--- src/rtl/core/rnp_pkg.sv ---
// Shared types, character codes and mode codes of the radix number parser.
package rnp_pkg;

    localparam int ACC_W       = 64;
    localparam int HALF_W      = 32;
    localparam int CHAR_W      = 8;
    localparam int MODE_W      = 3;
    localparam int CFG_INDEX_W = 1;
    localparam int CFG_DATA_W  = 3;
    localparam int DIGIT_W     = 4;

    // Configuration register indexes.
    localparam logic [CFG_INDEX_W-1:0] CFG_PARSE_MODE  = 1'd0;
    localparam logic [CFG_INDEX_W-1:0] CFG_WIDE_RESULT = 1'd1;

    // Parse mode codes.
    localparam logic [MODE_W-1:0] MODE_AUTO   = 3'd0;
    localparam logic [MODE_W-1:0] MODE_BIN    = 3'd1;
    localparam logic [MODE_W-1:0] MODE_OCT    = 3'd2;
    localparam logic [MODE_W-1:0] MODE_DEC    = 3'd3;
    localparam logic [MODE_W-1:0] MODE_HEX    = 3'd4;
    localparam logic [MODE_W-1:0] MODE_SIGNED = 3'd5;

    localparam logic [MODE_W-1:0]  MODE_RESET = MODE_AUTO;
    localparam logic               WIDE_RESET = 1'b1;

    // Character codes.
    localparam logic [CHAR_W-1:0] CHAR_ZERO       = 8'h30;
    localparam logic [CHAR_W-1:0] CHAR_UNDERSCORE = 8'h5f;
    localparam logic [CHAR_W-1:0] CHAR_APOSTROPHE = 8'h27;
    localparam logic [CHAR_W-1:0] CHAR_HEX_GAP    = 8'h27;  // 'a' minus ':'
    localparam logic [CHAR_W-1:0] CHAR_LOWER_X    = 8'h78;
    localparam logic [CHAR_W-1:0] CHAR_LOWER_B    = 8'h62;
    localparam logic [CHAR_W-1:0] CHAR_LOWER_A    = 8'h61;
    localparam logic [CHAR_W-1:0] CHAR_LOWER_F    = 8'h66;
    localparam logic [CHAR_W-1:0] CHAR_MINUS      = 8'h2d;
    localparam logic [CHAR_W-1:0] CHAR_PLUS       = 8'h2b;

    typedef enum logic [3:0] {
        PH_START    = 4'b0001,
        PH_ZERO     = 4'b0010,
        PH_UNSIGNED = 4'b0100,
        PH_SIGNED   = 4'b1000
    } phase_t;

    typedef enum logic [1:0] {
        RX_BIN = 2'd0,
        RX_OCT = 2'd1,
        RX_DEC = 2'd2,
        RX_HEX = 2'd3
    } radix_t;

    typedef struct packed {
        logic [ACC_W-1:0] acc;
        phase_t           phase;
        radix_t           radix;
        logic             negative;
        logic             stopped;
    } parse_state_t;

    localparam parse_state_t STATE_CLEAR = '{
        acc:      '0,
        phase:    PH_START,
        radix:    RX_DEC,
        negative: 1'b0,
        stopped:  1'b0
    };

endpackage

--- src/rtl/core/rnp_stream_if.sv ---
// Valid/ready stream interfaces for the character and result channels.
interface rnp_char_if;
    logic                       valid;
    logic                       ready;
    logic [rnp_pkg::CHAR_W-1:0] char_code;
    logic                       last_char;

    modport source (output valid, output char_code, output last_char, input ready);
    modport sink   (input valid, input char_code, input last_char, output ready);
endinterface

interface rnp_value_if;
    logic                      valid;
    logic                      ready;
    logic [rnp_pkg::ACC_W-1:0] parsed_value;

    modport source (output valid, output parsed_value, input ready);
    modport sink   (input valid, input parsed_value, output ready);
endinterface

--- src/rtl/core/rnp_step.sv ---
// Next-state and result logic for one character of the number string.
module rnp_step (
    input  rnp_pkg::parse_state_t        cur_state,
    input  logic [rnp_pkg::CHAR_W-1:0]   char_code,
    input  logic                         last_char,
    input  logic [rnp_pkg::MODE_W-1:0]   parse_mode,
    input  logic                         wide_result,
    output rnp_pkg::parse_state_t        next_state,
    output logic [rnp_pkg::ACC_W-1:0]    result_value
);

    rnp_pkg::parse_state_t      upd;
    rnp_pkg::radix_t            mode_radix;
    logic                       take_unsigned;
    logic                       take_signed;
    logic [rnp_pkg::CHAR_W-1:0] offset;
    logic [rnp_pkg::CHAR_W-1:0] letter_offset;
    logic                       is_letter;
    logic                       digit_ok;
    logic [rnp_pkg::DIGIT_W-1:0] digit;
    logic [rnp_pkg::ACC_W-1:0]  digit_ext;
    logic [rnp_pkg::ACC_W-1:0]  scaled;
    logic                       skip;
    logic                       active;
    logic [rnp_pkg::HALF_W-1:0] upper;

    always_comb
    begin
        unique case (parse_mode)
            rnp_pkg::MODE_BIN: mode_radix = rnp_pkg::RX_BIN;
            rnp_pkg::MODE_OCT: mode_radix = rnp_pkg::RX_OCT;
            rnp_pkg::MODE_HEX: mode_radix = rnp_pkg::RX_HEX;
            default:           mode_radix = rnp_pkg::RX_DEC;
        endcase
    end

    // Phase handling: decides the radix and which kind of digit this character is.
    always_comb
    begin
        upd           = cur_state;
        take_unsigned = 1'b0;
        take_signed   = 1'b0;
        unique case (cur_state.phase)
            rnp_pkg::PH_START:
            begin
                if (parse_mode == rnp_pkg::MODE_AUTO)
                begin
                    if (char_code == rnp_pkg::CHAR_ZERO)
                    begin
                        upd.phase = rnp_pkg::PH_ZERO;
                    end
                    else
                    begin
                        upd.radix     = rnp_pkg::RX_DEC;
                        upd.phase     = rnp_pkg::PH_UNSIGNED;
                        take_unsigned = 1'b1;
                    end
                end
                else if (parse_mode == rnp_pkg::MODE_SIGNED)
                begin
                    upd.radix = rnp_pkg::RX_DEC;
                    upd.phase = rnp_pkg::PH_SIGNED;
                    if (char_code == rnp_pkg::CHAR_MINUS)
                    begin
                        upd.negative = 1'b1;
                    end
                    else if (char_code != rnp_pkg::CHAR_PLUS)
                    begin
                        take_signed = 1'b1;
                    end
                end
                else
                begin
                    upd.radix     = mode_radix;
                    upd.phase     = rnp_pkg::PH_UNSIGNED;
                    take_unsigned = 1'b1;
                end
            end
            rnp_pkg::PH_ZERO:
            begin
                upd.phase = rnp_pkg::PH_UNSIGNED;
                if (char_code == rnp_pkg::CHAR_LOWER_X)
                begin
                    upd.radix = rnp_pkg::RX_HEX;
                end
                else if (char_code == rnp_pkg::CHAR_LOWER_B)
                begin
                    upd.radix = rnp_pkg::RX_BIN;
                end
                else
                begin
                    upd.radix     = rnp_pkg::RX_OCT;
                    take_unsigned = 1'b1;
                end
            end
            rnp_pkg::PH_SIGNED:   take_signed   = 1'b1;
            rnp_pkg::PH_UNSIGNED: take_unsigned = 1'b1;
            default:              upd.phase     = rnp_pkg::PH_START;
        endcase
    end

    // Digit decode against the radix in force after this character.
    assign offset        = char_code - rnp_pkg::CHAR_ZERO;
    assign letter_offset = offset - rnp_pkg::CHAR_HEX_GAP;
    assign is_letter     = (char_code >= rnp_pkg::CHAR_LOWER_A)
                         && (char_code <= rnp_pkg::CHAR_LOWER_F);

    always_comb
    begin
        digit = offset[rnp_pkg::DIGIT_W-1:0];
        unique case (upd.radix)
            rnp_pkg::RX_BIN: digit_ok = (offset <= 8'd1);
            rnp_pkg::RX_OCT: digit_ok = (offset <= 8'd7);
            rnp_pkg::RX_DEC: digit_ok = (offset <= 8'd9);
            rnp_pkg::RX_HEX:
            begin
                digit_ok = (offset <= 8'd9) || is_letter;
                if ((offset > 8'd9) && is_letter)
                begin
                    digit = letter_offset[rnp_pkg::DIGIT_W-1:0];
                end
            end
            default: digit_ok = 1'b0;
        endcase
    end

    always_comb
    begin
        unique case (upd.radix)
            rnp_pkg::RX_BIN: scaled = cur_state.acc << 1;
            rnp_pkg::RX_OCT: scaled = cur_state.acc << 3;
            rnp_pkg::RX_DEC: scaled = (cur_state.acc << 3) + (cur_state.acc << 1);
            rnp_pkg::RX_HEX: scaled = cur_state.acc << 4;
            default:         scaled = cur_state.acc;
        endcase
    end

    // A negative number is kept negated, so each digit is subtracted instead of added.
    assign digit_ext = upd.negative
                     ? ('0 - {{(rnp_pkg::ACC_W-rnp_pkg::DIGIT_W){1'b0}}, digit})
                     : {{(rnp_pkg::ACC_W-rnp_pkg::DIGIT_W){1'b0}}, digit};

    assign skip   = take_unsigned && ((char_code == rnp_pkg::CHAR_UNDERSCORE)
                                   || (char_code == rnp_pkg::CHAR_APOSTROPHE));
    assign active = (take_unsigned || take_signed) && !cur_state.stopped && !skip;

    always_comb
    begin
        next_state = upd;
        if (active)
        begin
            if (digit_ok)
            begin
                next_state.acc = scaled + digit_ext;
            end
            else
            begin
                next_state.stopped = 1'b1;
            end
        end
        if (last_char)
        begin
            next_state = rnp_pkg::STATE_CLEAR;
        end
    end

    always_comb
    begin
        result_value = upd.acc;
        if (active && digit_ok)
        begin
            result_value = scaled + digit_ext;
        end
        upper = ((upd.phase == rnp_pkg::PH_SIGNED) && result_value[rnp_pkg::HALF_W-1])
              ? '1 : '0;
        if (!wide_result)
        begin
            result_value = {upper, result_value[rnp_pkg::HALF_W-1:0]};
        end
    end

endmodule

--- src/rtl/core/radix_number_parser.sv ---
// Top level of the streaming radix number parser.
//
// The chars channel carries one ASCII character per word, with last_char set
// on the final character of a string. The values channel delivers one word,
// parsed_value, for every string, formed on the character flagged last.
// Characters that are not last give no result word.
//
// Configuration is a plain write port: cfg_we with cfg_index 0 writes
// parse_mode, index 1 writes wide_result. Writes belong to idle time only.
// parse_mode is sampled at the first character of a string, wide_result when
// the result is formed.
//
// An accepted character is held in the input register until it is folded into
// the parse state, and a last character puts its result into the output
// register at that same edge. Throughput is one character per cycle, set by
// the single multiply-by-radix-and-add path, while no stalled result blocks it.
//
// Reset clears the parse state, restores the registers to auto mode and
// 64-bit results, and empties both registers. When the receiver stalls, the
// result stays in the output register; a following last character waits in
// the input register and chars.ready drops until the result is taken.
module radix_number_parser (
    input  logic                              clk,
    input  logic                              rst_n,
    input  logic                              cfg_we,
    input  logic [rnp_pkg::CFG_INDEX_W-1:0]   cfg_index,
    input  logic [rnp_pkg::CFG_DATA_W-1:0]    cfg_data,
    rnp_char_if.sink                          chars,
    rnp_value_if.source                       values
);

    logic [rnp_pkg::MODE_W-1:0] mode_reg;
    logic                       wide_reg;

    logic                       s1_valid_reg;
    logic                       s1_valid_next;
    logic [rnp_pkg::CHAR_W-1:0] s1_char_reg;
    logic                       s1_last_reg;

    rnp_pkg::parse_state_t      state_reg;
    rnp_pkg::parse_state_t      state_next;

    logic                       out_valid_reg;
    logic                       out_valid_next;
    logic [rnp_pkg::ACC_W-1:0]  out_value_reg;
    logic [rnp_pkg::ACC_W-1:0]  step_value;

    logic                       in_accept;
    logic                       advance;

    // A character that gives no result can always move on; a last character
    // needs room in the output register.
    assign advance   = s1_valid_reg && (!s1_last_reg || !out_valid_reg || values.ready);
    assign in_accept = chars.valid && chars.ready;

    assign chars.ready         = !s1_valid_reg || advance;
    assign values.valid        = out_valid_reg;
    assign values.parsed_value = out_value_reg;

    rnp_step u_step (
        .cur_state    (state_reg),
        .char_code    (s1_char_reg),
        .last_char    (s1_last_reg),
        .parse_mode   (mode_reg),
        .wide_result  (wide_reg),
        .next_state   (state_next),
        .result_value (step_value)
    );

    always_ff @(posedge clk or negedge rst_n)
    begin
        if (!rst_n)
        begin
            mode_reg <= rnp_pkg::MODE_RESET;
            wide_reg <= rnp_pkg::WIDE_RESET;
        end
        else if (cfg_we)
        begin
            unique case (cfg_index)
                rnp_pkg::CFG_PARSE_MODE:  mode_reg <= cfg_data;
                rnp_pkg::CFG_WIDE_RESULT: wide_reg <= cfg_data[0];
                default:                  mode_reg <= mode_reg;
            endcase
        end
    end

    always_comb
    begin
        s1_valid_next = s1_valid_reg;
        if (in_accept)
        begin
            s1_valid_next = 1'b1;
        end
        else if (advance)
        begin
            s1_valid_next = 1'b0;
        end
    end

    always_comb
    begin
        out_valid_next = out_valid_reg;
        if (advance && s1_last_reg)
        begin
            out_valid_next = 1'b1;
        end
        else if (values.ready)
        begin
            out_valid_next = 1'b0;
        end
    end

    always_ff @(posedge clk or negedge rst_n)
    begin
        if (!rst_n)
        begin
            s1_valid_reg  <= 1'b0;
            out_valid_reg <= 1'b0;
            state_reg     <= rnp_pkg::STATE_CLEAR;
        end
        else
        begin
            s1_valid_reg  <= s1_valid_next;
            out_valid_reg <= out_valid_next;
            if (advance)
            begin
                state_reg <= state_next;
            end
        end
    end

    // Payload registers carry no reset.
    always_ff @(posedge clk)
    begin
        if (in_accept)
        begin
            s1_char_reg <= chars.char_code;
            s1_last_reg <= chars.last_char;
        end
        if (advance && s1_last_reg)
        begin
            out_value_reg <= step_value;
        end
    end

    // After a last character is folded in, the parser is back at its start state.
    a_clear_after_last: assert property (@(posedge clk) disable iff (!rst_n)
        (advance && s1_last_reg) |=> (state_reg.phase == rnp_pkg::PH_START
                                      && state_reg.acc == '0))
        else $error("parse state not cleared after last character");

    // The input side stalls only behind a last character facing a stalled result.
    a_stall_cause: assert property (@(posedge clk) disable iff (!rst_n)
        !chars.ready |-> (s1_valid_reg && s1_last_reg && out_valid_reg && !values.ready))
        else $error("input stalled without a blocked result");

    // At the start of a string nothing has been gathered yet.
    a_start_clean: assert property (@(posedge clk) disable iff (!rst_n)
        (state_reg.phase == rnp_pkg::PH_START) |->
            (state_reg.acc == '0 && !state_reg.negative && !state_reg.stopped))
        else $error("start phase holds stale parse state");

    // Only signed decimal parsing may carry a negative sign.
    a_negative_signed: assert property (@(posedge clk) disable iff (!rst_n)
        state_reg.negative |-> (state_reg.phase == rnp_pkg::PH_SIGNED))
        else $error("negative flag outside signed parsing");

endmodule

--- src/flat_wrapper.sv ---
// flat-port wrapper written by rule: the top's interface ports become plain ports
module radix_number_parser_flat 
  (clk, rst_n, cfg_we, cfg_index, cfg_data, chars_valid, chars_char_code, chars_last_char, chars_ready, values_valid, values_parsed_value, values_ready);
  rnp_char_if chars_i ();
  rnp_value_if values_i ();
  input  logic clk;
  input  logic rst_n;
  input  logic cfg_we;
  input  logic [rnp_pkg::CFG_INDEX_W-1:0] cfg_index;
  input  logic [rnp_pkg::CFG_DATA_W-1:0] cfg_data;
  input wire logic [$bits(chars_i.valid)-1:0] chars_valid;
  input wire logic [$bits(chars_i.char_code)-1:0] chars_char_code;
  input wire logic [$bits(chars_i.last_char)-1:0] chars_last_char;
  output wire logic [$bits(chars_i.ready)-1:0] chars_ready;
  output wire logic [$bits(values_i.valid)-1:0] values_valid;
  output wire logic [$bits(values_i.parsed_value)-1:0] values_parsed_value;
  input wire logic [$bits(values_i.ready)-1:0] values_ready;
  assign chars_i.valid = chars_valid;
  assign chars_i.char_code = chars_char_code;
  assign chars_i.last_char = chars_last_char;
  assign chars_ready = chars_i.ready;
  assign values_valid = values_i.valid;
  assign values_parsed_value = values_i.parsed_value;
  assign values_i.ready = values_ready;
  radix_number_parser u_core (.clk(clk), .rst_n(rst_n), .cfg_we(cfg_we), .cfg_index(cfg_index), .cfg_data(cfg_data), .chars(chars_i), .values(values_i));
endmodule
--- config.mk ---
export PLATFORM = sky130hd
export DESIGN_NAME = radix_number_parser_flat
export DESIGN_NICKNAME = d
export VERILOG_FILES = /design/src/rtl/core/rnp_pkg.sv /design/src/rtl/core/rnp_stream_if.sv /design/src/rtl/core/rnp_step.sv /design/src/rtl/core/radix_number_parser.sv /design/src/flat_wrapper.sv
export SDC_FILE = /design/constraint.sdc
export NUM_CORES = 1
export LEC_CHECK = 0
export BUFFER_PORTS_ARGS = -buffer_cell sky130_fd_sc_hd__buf_2
export CAP_MARGIN = 20
export CORE_MARGIN = 3
export CORE_UTILIZATION = 60
export CTS_CLUSTER_DIAMETER = 80
export DETAILED_ROUTE_END_ITERATION = 6
export GPL_TIMING_DRIVEN = 1
export PLACE_DENSITY = 0.78
export REMOVE_ABC_BUFFERS = 1
export SLEW_MARGIN = 40
export SYNTH_ARGS = -nofsm -noshare
export SYNTH_HDL_FRONTEND = slang
export SYNTH_SLANG_ARGS = --single-unit
--- constraint.sdc ---
create_clock -name clk -period 10.3 [get_ports clk]
set_clock_uncertainty 0.15 [all_clocks]
set_input_delay 1.03 -clock clk [delete_from_list [all_inputs] [get_ports clk]]
set_output_delay 1.03 -clock clk [all_outputs]
set_load 0.005 [all_outputs]
# Word-level counts from Yosys, hierarchy flattened
# Index checks and enable logic that the tools add are counted.
totals:
  out_inout_bits: 66
  in_bits: 18
  word_cells: 117
  register_bits: 151
op_classes:
  n_lt_le_gt_ge: 6
  eq_ne: 20
  n_addsub: 5
  n_reduce_logical: 32
  bitwise: 1
  muxes: 41
op_table:
  columns: ["operator", "n"]
  rows:
  - ["two-way mux 64 bit", 5]
  - ["one-hot mux 64 bit (4 select lines)", 1]
  - ["adder 64 bit", 2]
  - ["two-way mux 72 bit", 1]
  - ["two-way mux 32 bit", 1]
  - ["== test 8 x 6 -> 1 bit (second input constant)", 3]
  - ["== test 8 x 7 -> 1 bit (second input constant)", 3]
  - ["two-way mux 1 bit", 20]
  - ["two-way mux 6 bit", 2]
  - ["one-hot mux 4 bit (3 select lines)", 1]
  - ["logical AND 1 bit", 10]
  - ["== test 4 bit (second input constant)", 2]
  - [">= comparator 8 x 7 -> 1 bit (second input constant)", 1]
  - ["greater-than comparator 8 x 4 -> 1 bit (second input constant)", 1]
  - ["less-or-equal comparator 8 x 1 -> 1 bit (second input constant)", 1]
  - ["less-or-equal comparator 8 x 3 -> 1 bit (second input constant)", 1]
  - ["less-or-equal comparator 8 x 4 -> 1 bit (second input constant)", 1]
  - ["less-or-equal comparator 8 x 7 -> 1 bit (second input constant)", 1]
  - ["two-way mux 4 bit", 2]
  - ["!= test 8 x 6 -> 1 bit (second input constant)", 1]
  - ["nonzero test 2 bit", 4]
  - ["subtractor 8 x 6 -> 8 bit (second input constant)", 1]
  - ["== test 3 bit (second input constant)", 2]
  - ["logical OR 1 bit", 6]
  - ["other kinds (24)", 32]

# Depth between registers and ports, before layout
# Gate-level depths: netlist of the first run.
depth:
  depth_word: 14
  mapped_depth: 27
  mapped_depth_nobuf: 25

# By module
# Synthesis of the first run repeated with hierarchy kept, for this count alone.
unflattened:
  hier_cells: 2131
  hier_area_um2: 17628.2
by_module_without_submodules:
  columns: ["mod", "area_each_um2", "seq_area_each_um2", "cells_each", "n_inst"]
  rows:
  - ["rnp_step", 10846.7, 0.0, 1629, 1]
  - ["radix_number_parser", 6781.5, 4147.7, 502, 1]

# Worst setup path after synthesis of the first run
# OpenSTA, ideal clock, no wires.
synth_path:
  kind: "reg-to-reg"
  startpoint: "reg u_core.s1_char_reg[1] (netlist name)"
  endpoint: "reg u_core.out_value_reg, in the netlist u_core.values.parsed_value[63] (data pin)"
  setup_slack_ps: 3819
  path_buffers: 1
  setup_time_ps: 271
  t_required_ps: 9879
  arrival_time_ps: 6059
  synth_period_minus_slack_ps: 6481
  stages_incl_launch_ff: 22
  path_cell_list: "edfxtp_1 -> inv_1 -> ha_1 -> inv_1 -> o311ai_0 -> a2111oi_1 -> nand4_1 -> xnor2_1 -> o31a_1 -> ha_1 -> clkbuf_1 -> a21oi_1 -> o211ai_1 -> a221oi_1 -> or4_1 -> o211ai_1 -> nand4_1 -> a21oi_1 -> o21ai_0 -> and3b_1 -> mux2i_1 -> o211ai_1"
synth_between:
  elab_chain_cells: 14
  elab_cells_between_ends: 62
  classes_between: "add/sub (4); order compare (6); eq/ne (11); mux (29); reduce/logical (12)"
synth_rtl:
  columns: ["item", "line_no", "text"]
  rows:
  - ["from (decl)", "radix_number_parser.sv:37", "logic [rnp_pkg::CHAR_W-1:0] s1_char_reg;"]
  - ["from (signal assigned)", "radix_number_parser.sv:137", "s1_char_reg <= chars.char_code;"]
  - ["parallel branches: the longest is 13 deep, another holds adder 64 bit", null, null]
  - ["two-way mux 64 bit *", "rnp_step.sv:176", "if (!wide_result)"]
  - ["net u_core.step_value (one bit)", "radix_number_parser.sv:46", "logic [rnp_pkg::ACC_W-1:0] step_value;"]
  - ["to (signal assigned)", "radix_number_parser.sv:142", "out_value_reg <= step_value;"]
  - ["to (decl)", "radix_number_parser.sv:45", "logic [rnp_pkg::ACC_W-1:0] out_value_reg;"]
# Mark *: on every way through the listed nets, which the timed path passes.
# A chain may end at the register's enable or synchronous reset.

# Worst setup path in the final report of the first run
layout_path:
  startpoint: "reg u_core.state_reg[8] (netlist name)"
  endpoint: "reg u_core.out_value_reg, in the netlist u_core.values.parsed_value[56] (data pin)"
layout_between:
  elab_chain_cells: 7
layout_rtl:
  columns: ["item", "line_no", "text"]
  rows:
  - ["from (decl)", "radix_number_parser.sv:40", "rnp_pkg::parse_state_t state_reg;"]
  - ["from (signal assigned)", "radix_number_parser.sv:119", "state_reg <= rnp_pkg::STATE_CLEAR;"]
  - ["from (signal assigned)", "radix_number_parser.sv:127", "state_reg <= state_next;"]
  - ["adder 64 bit", "rnp_step.sv:132", "rnp_pkg::RX_DEC: scaled = (cur_state.acc << 3) + (cur_state.acc << 1);"]
  - ["one-hot mux 64 bit (4 select lines) *", "rnp_step.sv:129", "unique case (upd.radix)"]
  - ["adder 64 bit *", "rnp_step.sv:172", "result_value = scaled + digit_ext;"]
  - ["two-way mux 64 bit *", "rnp_step.sv:170", "if (active && digit_ok)"]
  - ["logical AND 1 bit", "rnp_step.sv:174", "upper = ((upd.phase == rnp_pkg::PH_SIGNED) && result_value[rnp_pkg::HALF_W-1])"]
  - ["two-way mux 32 bit", "rnp_step.sv:175", "? '1 : '0;"]
  - ["two-way mux 64 bit *", "rnp_step.sv:176", null]
  - ["net u_core.step_value (one bit)", "radix_number_parser.sv:46", null]
# Mark *: on every way through the listed nets, which the timed path passes. The rest lies on a longest branch.

==> flow_summary_export.csv, run 1 <==
group,metric,value,unit
logic_synthesis,synth_seq_cells,151,
worst_hold_path,min_path_type,"in2async",
pwr,power_frac_comb,38.9,%
logic_synthesis,synthTopCellsByCount,"168 x a21oi_1, 163 x nand2_1, 131 x o21ai_0",
pwr,irDropWorstVdd,123.2,uV
cells_and_area,antenna_cells,0,
clocking,cts_setup_buffers,0,
setup_path,crit_fanout,7,
cells_and_area,synthToLayoutAreaGrowth,7.115,%
clocking,ctsHtreeMaxLevel,4,
pwr,p_per_area,131.7,nW/um^2
detailed_routing,drcViolationCount,0,
logic_synthesis,synth.cell_area,15460,sq um
floorplanning,core-area,25250,sq um
pwr,pwr-share-clk,29.0,%
logic_synthesis,yosys_warnings,0,
status,status,"complete, no violations",
floorplanning,io_pins,84,
detailed_routing,ant_nets,0,
place,place_congestion,0.9466,
pwr,p_leak,7.604,nW
clocking,cts_tree,"built",
clocking,clockBufferDepth,2,
sta,hold_viol_final,0,
detailed_routing,vias,14310,
setup_path,crit_path_end_kind,"flop",
sta,post-route-period-util,71.10,%
sta,tightest_slew,0.7904,ns
cells_and_area,largest_reg_flops,72,
clocking,hold_buffers,0,
logic_synthesis,synth_seq_area_share,26.83,%
pwr,p_sw_share,39.76,%
detailed_routing,wl,45420,um
clocking,clk_pin_slew,0.07,ns
global_routing,grt_pass1_wl,72510,um
logic_synthesis,ys_types,85,
clocking,cts.sinks,151,
logic_synthesis,synthCells,1781,
detailed_routing,wire_per_inst,21.39,um
pwr,p_switching,0.8672,mW
cells_and_area,fin_nets,1928,
logic_synthesis,yosysTopAreaCell,"edfxtp_1",
logic_synthesis,synthTopCellsByArea,"edfxtp_1 14%, dfrtp_1 12%, ha_1 10%",
run,drv_cap,0,
floorplanning,rows,58,
setup_path,cp-start-kind,"flop",
sta,fin_setup_tns,0,ns
floorplanning,dieHeight,166.5,um
floorplanning,start_util,61.21,%
pwr,p_seq_share,32.1,%
global_routing,grt-ovfl-total,0,
detailed_routing,first_pass_iters,5,
sta,final.min_clock_period,7.323,ns
clocking,cts-buffers-inserted,17,
logic_synthesis,async_flop_share,51.66,%
clocking,clk_latency,0.44,ns
global_routing,grt_usage,31.77,%
place,dp_hpwl,33430,um
logic_synthesis,syn_avg_cell_area,8.680,sq um
cells_and_area,fin_util,65.57,%
sta,max_slew_margin,46.62,%
cells_and_area,multiInputGateArea,10740,sq um
sta,rsz0062_at_grt,"no",
cells_and_area,regArea,4148,sq um
setup_path,critical_path_class,"reg2reg",
setup_path,critPathRequiredTime,10.42,ns
sta,max_freq,0.1366,GHz
logic_synthesis,synth_edf_count,73,
detailed_routing,vias_per_cell,6.738,
floorplanning,die_x,166.5,um
floorplanning,die_area,27730,sq um
clocking,cts_resized,0,
sta,maxSlewViolCount,0,
global_routing,grt_pass1_vias,13570,
cells_and_area,drive_gt1_share,12.54,%
place,dpl_cell_area,15970,sq um
global_routing,grt_start_max_net_pins,65,
cells_and_area,fillers,2162,
sta,finalSetupViolations,0,
logic_synthesis,yosysMostFrequentCell,"a21oi_1",
place,io_buffers,83,
logic_synthesis,ys.flop_type,"dfrtp_1",
pwr,p_int,1.314,mW
logic_synthesis,synth.top_cell.area_share,14.18,%
cells_and_area,final_area,16560,sq um
clocking,cts-root-buf,"clkbuf_16",
global_routing,antenna_found_initial,0,
detailed_routing,dr.first_iter.drc_count,1420,
setup_path,arrival,7.44,ns
metrics by stage:
stage               power, mW  hold WS [ns]  cells  setup WS, ns
CTS                     2.174        0.3765   2124         3.157
global placement        1.530        0.3424   2091         3.065
finish                  2.181        0.3761   2124         2.977
floorplan               1.309        0.3235   1667         1.168
detailed placement      1.543        0.3577   2092         3.223
global route            2.296        0.3966   2124         2.542
critical path, stage by stage, from the launching register on:
cell	delay (ns)
dfrtp_1	0.46
ha_1	0.28
fa_1	0.42
a21o_1	0.19
a2111oi_1	0.71
nor4_1	0.16
nor4_2	0.64
a21oi_1	0.23
o21ai_1	0.29
and2_1	0.21
o21bai_1	0.10
xor2_1	0.15
mux4_2	0.51
ha_1	0.39
o211ai_1	0.19
o21ai_0	0.13
a32o_1	0.22
a21oi_1	0.40
o31ai_2	0.20
a41o_1	0.30
o31ai_1	0.34
mux2_2	0.38
o211ai_1	0.10
cells in the final DEF (no fill, tap or decap), drive strengths merged, types with 22 or more instances in the layout:
cell type  count
buf           95
a21o          87
nor2         110
mux4          28
dfrtp         75
mux2i         31
o211ai        22
nand3         38
a31oi         22
o21ai        139
nand2b        24
xor2          49
o21bai        28
a21oi        168
xnor2         71
nand4         38
inv           47
a22o          51
ha           127
edfxtp        73
nand2        163
mux2          36
logic make-up (layout without fill, tap and decap cells):
| family | after synthesis | after routing | share of synthesized area, % |
|---|---|---|---|
| AOI/OAI and AO/OA | 642 | 642 | 27.37 |
| xor gates and xnor gates | 120 | 120 | 6.799 |
| adders and majority gates | 130 | 130 | 10.60 |
| buffers and inverters | 154 | 167 | 4.071 |
| DFF | 151 | 151 | 26.83 |
| muxes | 95 | 95 | 8.709 |
| and+or+nand+nor | 489 | 489 | 15.62 |
path summary, 6_finish.rpt:
| path | cells after the start | from | slack [ns] | endpoint |
|---|---|---|---|---|
| max | 22 | u_core.state_reg[8] | 2.98 | u_core.values.parsed_value[56] |
| min | 1 | rst_n | 0.38 | u_core.state_reg[5] |
| max reg2reg | 22 | u_core.state_reg[8] | 2.98 | u_core.values.parsed_value[56] |
| min reg2reg | 2 | u_core.state_reg[0] | 0.38 | u_core.state_reg[0] |
| max in group asynchronous | 2 | rst_n | 8.54 | u_core.state_reg[40] |
| min in group clk | 2 | u_core.state_reg[0] | 0.38 | u_core.state_reg[0] |
layout make-up:
cell class / count / share of cell area (%)
multi-input combinational: 1476 / 64.88
sequential: 151 / 25.05
timing repair buffer: 95 / 3.143
clock buffer: 19 / 2.735
tap: 330 / 2.494
inverter: 40 / 0.9068
clock inverter: 13 / 0.7934
routing by layer:
metal / wire length, um / vias to the layer above / GRT usage (%)
li1: - / 6739 / -
met4: 1422 / 0 / 9.828
met2: 22000 / 575 / 54.51
met1: 19420 / 6912 / 42.24
met3: 2576 / 86 / 3.893
met5: 0 / - / 0
power by group through the flow:
stage	Combinational [mW]	Clock (mW)	Sequential, mW
detailed placement	0.833	0	0.710
finish	0.848	0.634	0.700
floorplan	0.608	0	0.701
CTS	0.839	0.636	0.699
global route	0.928	0.665	0.702
global placement	0.820	0	0.709
Power figures use the tool's default switching activity.
==> inputs of run 2 (changes only) <==
==> constraint.sdc (replaced) <==
create_clock -name clk -period 6.8 [get_ports clk]
set_clock_uncertainty 0.15 [all_clocks]
set_input_delay 0.68 -clock clk [delete_from_list [all_inputs] [get_ports clk]]
set_output_delay 0.68 -clock clk [all_outputs]
set_load 0.005 [all_outputs]
==> flow_summary_export.csv, run 2 (synthesis gave the netlist of run 1 again) <==
group,metric,value,unit
floorplanning,dieHeight,166.5,um
floorplanning,rows,58,
cells_and_area,fin_util,67.06,%
detailed_routing,drcViolationCount,0,
clocking,clk_latency,0.44,ns
detailed_routing,first_pass_iters,7,
detailed_routing,vias,14490,
detailed_routing,vias_per_cell,6.715,
global_routing,grt_pass1_vias,13760,
setup_path,crit_fanout,7,
detailed_routing,wire_per_inst,21.42,um
cells_and_area,synthToLayoutAreaGrowth,9.559,%
setup_path,cp-start-kind,"flop",
floorplanning,start_util,61.21,%
global_routing,antenna_found_initial,0,
setup_path,crit_path_end_kind,"flop",
pwr,p_leak,7.787,nW
clocking,clockBufferDepth,2,
place,dp_hpwl,34210,um
sta,tightest_slew,0.8380,ns
place,io_buffers,83,
sta,finalSetupViolations,0,
sta,max_slew_margin,44.07,%
place,place_congestion,0.9909,
global_routing,grt_usage,32.17,%
clocking,ctsHtreeMaxLevel,4,
setup_path,arrival,6.62,ns
detailed_routing,wl,46220,um
sta,rsz0062_at_grt,"yes",
global_routing,grt-ovfl-total,0,
clocking,clk_pin_slew,0.08,ns
clocking,cts-root-buf,"clkbuf_16",
setup_path,critPathRequiredTime,6.82,ns
detailed_routing,ant_nets,0,
sta,post-route-period-util,97.06,%
clocking,cts-buffers-inserted,17,
setup_path,critical_path_class,"reg2reg",
pwr,irDropWorstVdd,154.0,uV
worst_hold_path,min_path_type,"in2reg",
status,status,"complete, no violations",
floorplanning,core-area,25250,sq um
sta,max_freq,0.1515,GHz
sta,hold_viol_final,0,
run,drv_cap,0,
floorplanning,die_x,166.5,um
cells_and_area,fin_nets,1962,
clocking,cts.sinks,151,
cells_and_area,largest_reg_flops,72,
sta,maxSlewViolCount,0,
cells_and_area,final_cell_mix,"164 x a21oi_1, 163 x nand2_1, 130 x o21ai_0",
place,dpl_cell_area,16210,sq um
clocking,cts_tree,"built",
cells_and_area,drive_gt1_share,14.93,%
pwr,p_per_area,198.9,nW/um^2
cells_and_area,layout_commonest_cell,"a21oi_1",
cells_and_area,antenna_cells,0,
global_routing,grt_pass1_wl,73570,um
cells_and_area,final_area,16940,sq um
global_routing,grt_start_max_net_pins,65,
floorplanning,die_area,27730,sq um
floorplanning,io_pins,84,
sta,final.min_clock_period,6.600,ns
detailed_routing,dr.first_iter.drc_count,1577,
[run 2: changes by cell type in the layout (fill, tap and decap cells not counted), moves of 3 or more]
| cell | delta |
|---|---|
| ha_1 | -4 |
| clkinv_8 | +4 |
| inv_8 | +3 |
| buf_4 | +32 |
| ha_2 | +4 |
| a21oi_2 | +4 |
| a21oi_1 | -4 |
[run 2: routing by layer]
metal / share of wire (%) / global-route usage, % / routed length (um) / vias up
li1: - / - / - / 6807
met1: 42 / 43.03 / 19540 / 6989
met2: 48 / 54.42 / 22160 / 595
met3: 6.1 / 3.845 / 2797 / 100
met4: 3.7 / 11.08 / 1722 / 0
met5: 0 / 0 / 0 / -
[run 2: path summary, 6_finish.rpt]
| check | start | end | slack [ns] | cells after the start |
|---|---|---|---|---|
| worst max register to register | u_core.state_reg[21] | u_core.values.parsed_value[63] | 0.20 | 25 |
| worst min-delay path | chars_char_code[6] | u_core.s1_char_reg[6] | 0.25 | 1 |
| worst max-delay path | u_core.state_reg[21] | u_core.values.parsed_value[63] | 0.20 | 25 |
| worst min register to register | u_core.state_reg[71] | u_core.state_reg[71] | 0.38 | 1 |
| max in group asynchronous | rst_n | u_core.state_reg[35] | 4.83 | 3 |
| min in group asynchronous | rst_n | u_core.state_reg[6] | 0.53 | 2 |
[run 2: what timing repair did]
item,CTS,global route
endpoints found under the hold margin,3,0
pin swaps,0,3
endpoints found under the setup margin,1,19
setup buffers,0,0
hold buffers,1,0
gates resized for setup,1,19
[run 2: area by class of cell]
| type | count | area (sq um) |
|---|---|---|
| Inverter | 40 | 150.1 |
| Clock inverter | 14 | 168.9 |
| Tap cell | 330 | 412.9 |
| Timing Repair Buffer | 129 | 785.8 |
| Clock buffer | 18 | 450.4 |
| Sequential cell | 151 | 4148 |
| Fill cell | 2078 | 8318 |
| Multi-Input combinational cell | 1476 | 10820 |
[run 2: report_power, final]
group | switching (mW) | internal [mW]
registers | 0.0531 | 1.00
clock network | 0.481 | 0.521
logic | 0.835 | 0.474
total | 1.37 | 2.00
[run 2: critical path, stage by stage, from the launching register on]
cell       delay, ns
dfrtp_1         0.47
ha_1            0.44
nand3_1         0.16
or3_1           0.45
nor4_1          0.34
nor4_2          0.10
buf_4           0.18
a21oi_2         0.23
o21ai_1         0.14
a2111oi_0       0.55
buf_4           0.22
o21ai_0         0.08
buf_4           0.16
and3_1          0.18
o31ai_1         0.24
o21a_1          0.18
ha_1            0.29
a21o_1          0.18
a21oi_1         0.18
o211ai_1        0.15
a221oi_2        0.32
a21oi_1         0.14
or3_4           0.39
and3b_1         0.18
mux2i_1         0.13
o211ai_1        0.10
[run 2: through the flow]
stage	setup WS (ns)	total power [mW]	instances	setup TNS (ns)	hold slack, ns
after CTS	0.02762	3.344	2157	0	0.2460
after global routing	-0.004982	3.531	2158	-0.004982	0.2382
final	0.2000	3.369	2158	0	0.2518
after detailed placement	0.02774	2.345	2124	0	0.3486
after global placement	0.1013	2.327	2124	0	0.3442
after floorplan	-2.332	1.983	1667	-224.36	0.2344
==> inputs of run 3 (changes only) <==
--- a/config.mk
+++ b/config.mk
@@ -8,7 +8,7 @@
 export BUFFER_PORTS_ARGS = -buffer_cell sky130_fd_sc_hd__buf_2
 export CAP_MARGIN = 20
 export CORE_MARGIN = 3
-export CORE_UTILIZATION = 60
+export CORE_UTILIZATION = 57
 export CTS_CLUSTER_DIAMETER = 80
 export DETAILED_ROUTE_END_ITERATION = 6
 export GPL_TIMING_DRIVEN = 1
==> constraint.sdc (replaced) <==
create_clock -name clk -period 5.6 [get_ports clk]
set_clock_uncertainty 0.15 [all_clocks]
set_input_delay 0.56 -clock clk [delete_from_list [all_inputs] [get_ports clk]]
set_output_delay 0.56 -clock clk [all_outputs]
set_load 0.005 [all_outputs]
==> flow_summary_export.csv, run 3 (synthesis gave the netlist of run 1 again) <==
group,metric,value,unit
detailed_routing,dr.first_iter.drc_count,2345,
floorplanning,start_util,58.66,%
sta,rsz0062_at_grt,"yes",
setup_path,cp-start-kind,"flop",
pwr,irDropWorstVdd,217.6,uV
clocking,clk_latency,0.46,ns
sta,fin_setup_tns,-27.43,ns
sta,maxSlewViolCount,0,
floorplanning,die_x,170.7,um
global_routing,grt_usage,39.70,%
setup_path,worstReg2RegStart,"u_core.state_reg[10]",
detailed_routing,ant_nets,0,
sta,hold_viol_final,0,
sta,tightest_slew,0.8299,ns
clocking,ctsHtreeMaxLevel,4,
floorplanning,dieHeight,170.7,um
floorplanning,core-area,26350,sq um
global_routing,grt_pass1_vias,17770,
detailed_routing,first_pass_iters,7,
setup_path,crit_path_end_kind,"flop",
place,place_congestion,1.005,
detailed_routing,wl,63770,um
place,io_buffers,83,
sta,setup_slack,-0.7808,ns
status,status,"finished with violations",
setup_path,max_stage_delay,0.51,ns
setup_path,setup.worst_path.start,"u_core.state_reg[10]",
clocking,clockBufferDepth,2,
status,failed_checks,"DRC, setup timing",
worst_hold_path,min_path_type,"in2reg",
cells_and_area,drive_gt1_share,41.15,%
cells_and_area,fillers,1337,
setup_path,crit_fanout,4,
sta,max_freq,0.1567,GHz
floorplanning,io_pins,84,
sta,post-route-period-util,113.9,%
cells_and_area,final_area,22210,sq um
cells_and_area,largest_reg_flops,72,
sta,final.min_clock_period,6.381,ns
setup_path,critPathMostFrequentCell,"buf_4",
sta,finalSetupViolations,61,
cells_and_area,instances_no_fill,2658,
run,drv_cap,0,
cells_and_area,antenna_cells,0,
floorplanning,rows,59,
global_routing,grt_start_max_net_pins,75,
detailed_routing,vias,18420,
floorplanning,die_area,29130,sq um
global_routing,grt-ovfl-total,0,
setup_path,arrival,6.41,ns
clocking,cts-buffers-inserted,17,
cells_and_area,multiInputGateArea,12140,sq um
setup_path,r2r_cells,29,
clocking,cts-root-buf,"clkbuf_16",
global_routing,antenna_found_initial,0,
clocking,cts_tree,"built",
place,dp_cells,2546,
place,dpl_cell_area,19380,sq um
detailed_routing,vias_per_cell,6.929,
setup_path,critical_path_class,"reg2reg",
detailed_routing,drcViolationCount,3,
sta,max_slew_margin,44.54,%
global_routing,grt_pass1_wl,92680,um
cells_and_area,synthToLayoutAreaGrowth,43.69,%
setup_path,reg2reg_slack,-0.78,ns
cells_and_area,fin_nets,2457,
setup_path,r2r-end,"u_core.values.parsed_value[58]",
pwr,p_leak,10.69,nW
place,dp_hpwl,40380,um
cells_and_area,layout_commonest_cell,"buf_4",
detailed_routing,wire_per_inst,23.99,um
setup_path,critPathRequiredTime,5.63,ns
setup_path,critical_path.endpoint,"u_core.values.parsed_value[58]",
cells_and_area,regArea,4153,sq um
pwr,p_per_area,216.8,nW/um^2
pwr,power,4.816,mW
cells_and_area,final_cell_mix,"501 x buf_4, 157 x nand2_1, 129 x a21oi_1",
clocking,cts.sinks,151,
clocking,clk_pin_slew,0.07,ns
setup_path,critPathSlowestCell,"mux4_2",
run 3: cell types whose count changed in the layout (fill, tap and decap cells not counted), moves of 12 or more:
cell and delta:
a21oi_1 -35, a21oi_2 +29, buf_4 +457, buf_6 +27, ha_1 -20, ha_4 +20, o21ai_0 -53, o21ai_1 +20
o21ai_2 +29, xnor2_1 -14, xnor2_2 +12
run 3: what timing repair did:
item | CTS | global route
gates cloned | 2 | 1
hold buffers | 1 | 0
hold endpoints to repair | 4 | 0
buffers inserted | 46 | 34
resized for setup | 185 | 162
pin swaps | 82 | 93
endpoints found under the setup margin | 73 | 77
run 3: through the flow:
step | setup WS, ns | hold slack [ns] | utilization (%)
floorplan | -3.532 | 0.1144 | -
global placement | -0.8509 | 0.2096 | 73.53
detailed placement | -0.9891 | 0.2134 | 73.55
CTS | -0.3508 | 0.1152 | 80.56
global route | -0.8315 | 0.1237 | 84.29
finish | -0.7808 | 0.1226 | 84.29
run 3: report_power, final:
group	leakage, nW	internal, mW	switching, mW	total, mW
registers	1.77	1.22	0.0503	1.27
logic	8.65	0.998	1.31	2.31
clock network	0.278	0.668	0.568	1.24
total	10.7	2.89	1.93	4.82
run 3: worst min-delay path by stage:
| stage | end | depth (start not counted) | slack [ns] | from |
|---|---|---|---|---|
| 3_3_place_gp | u_core.state_reg[5] | 1 | 0.21 | rst_n |
| 2_1_floorplan | u_core.mode_reg[0] | 0 | 0.11 | rst_n |
| 6_report | u_core.s1_char_reg[2] | 1 | 0.12 | chars_char_code[2] |
| 4_1_cts | u_core.s1_char_reg[0] | 1 | 0.12 | chars_char_code[0] |
| 3_5_place_dp | u_core.state_reg[5] | 1 | 0.21 | rst_n |
| 5_1_grt | u_core.s1_char_reg[2] | 1 | 0.12 | chars_char_code[2] |
run 3: cell type report:
cell class | instances | area share (%)
multi-input combinational | 1476 | 54.67
timing repair buffer | 624 | 21.40
sequential | 151 | 18.70
clock buffer | 18 | 1.932
tap | 335 | 1.887
clock inverter | 14 | 0.7266
inverter | 40 | 0.6872
run 3: metal layers:
metal	vias up	global-route usage (%)	part of all wire, %
met1	8707	47.13	35
met2	1427	67.56	47
met3	475	6.677	9.6
met4	0	23.74	8.4
met5	-	0	0
li1	7808	-	-
run 3: worst max-delay path, delay by kind of cell (launching register included):
kind            cells  cell delay [ns]
mux                 2             0.67
simple gates        6             1.15
xor+xnor            2             0.21
buf+inv             7             1.11
flops               1             0.43
compound gates     10             1.79
fa+ha+maj           2             0.57
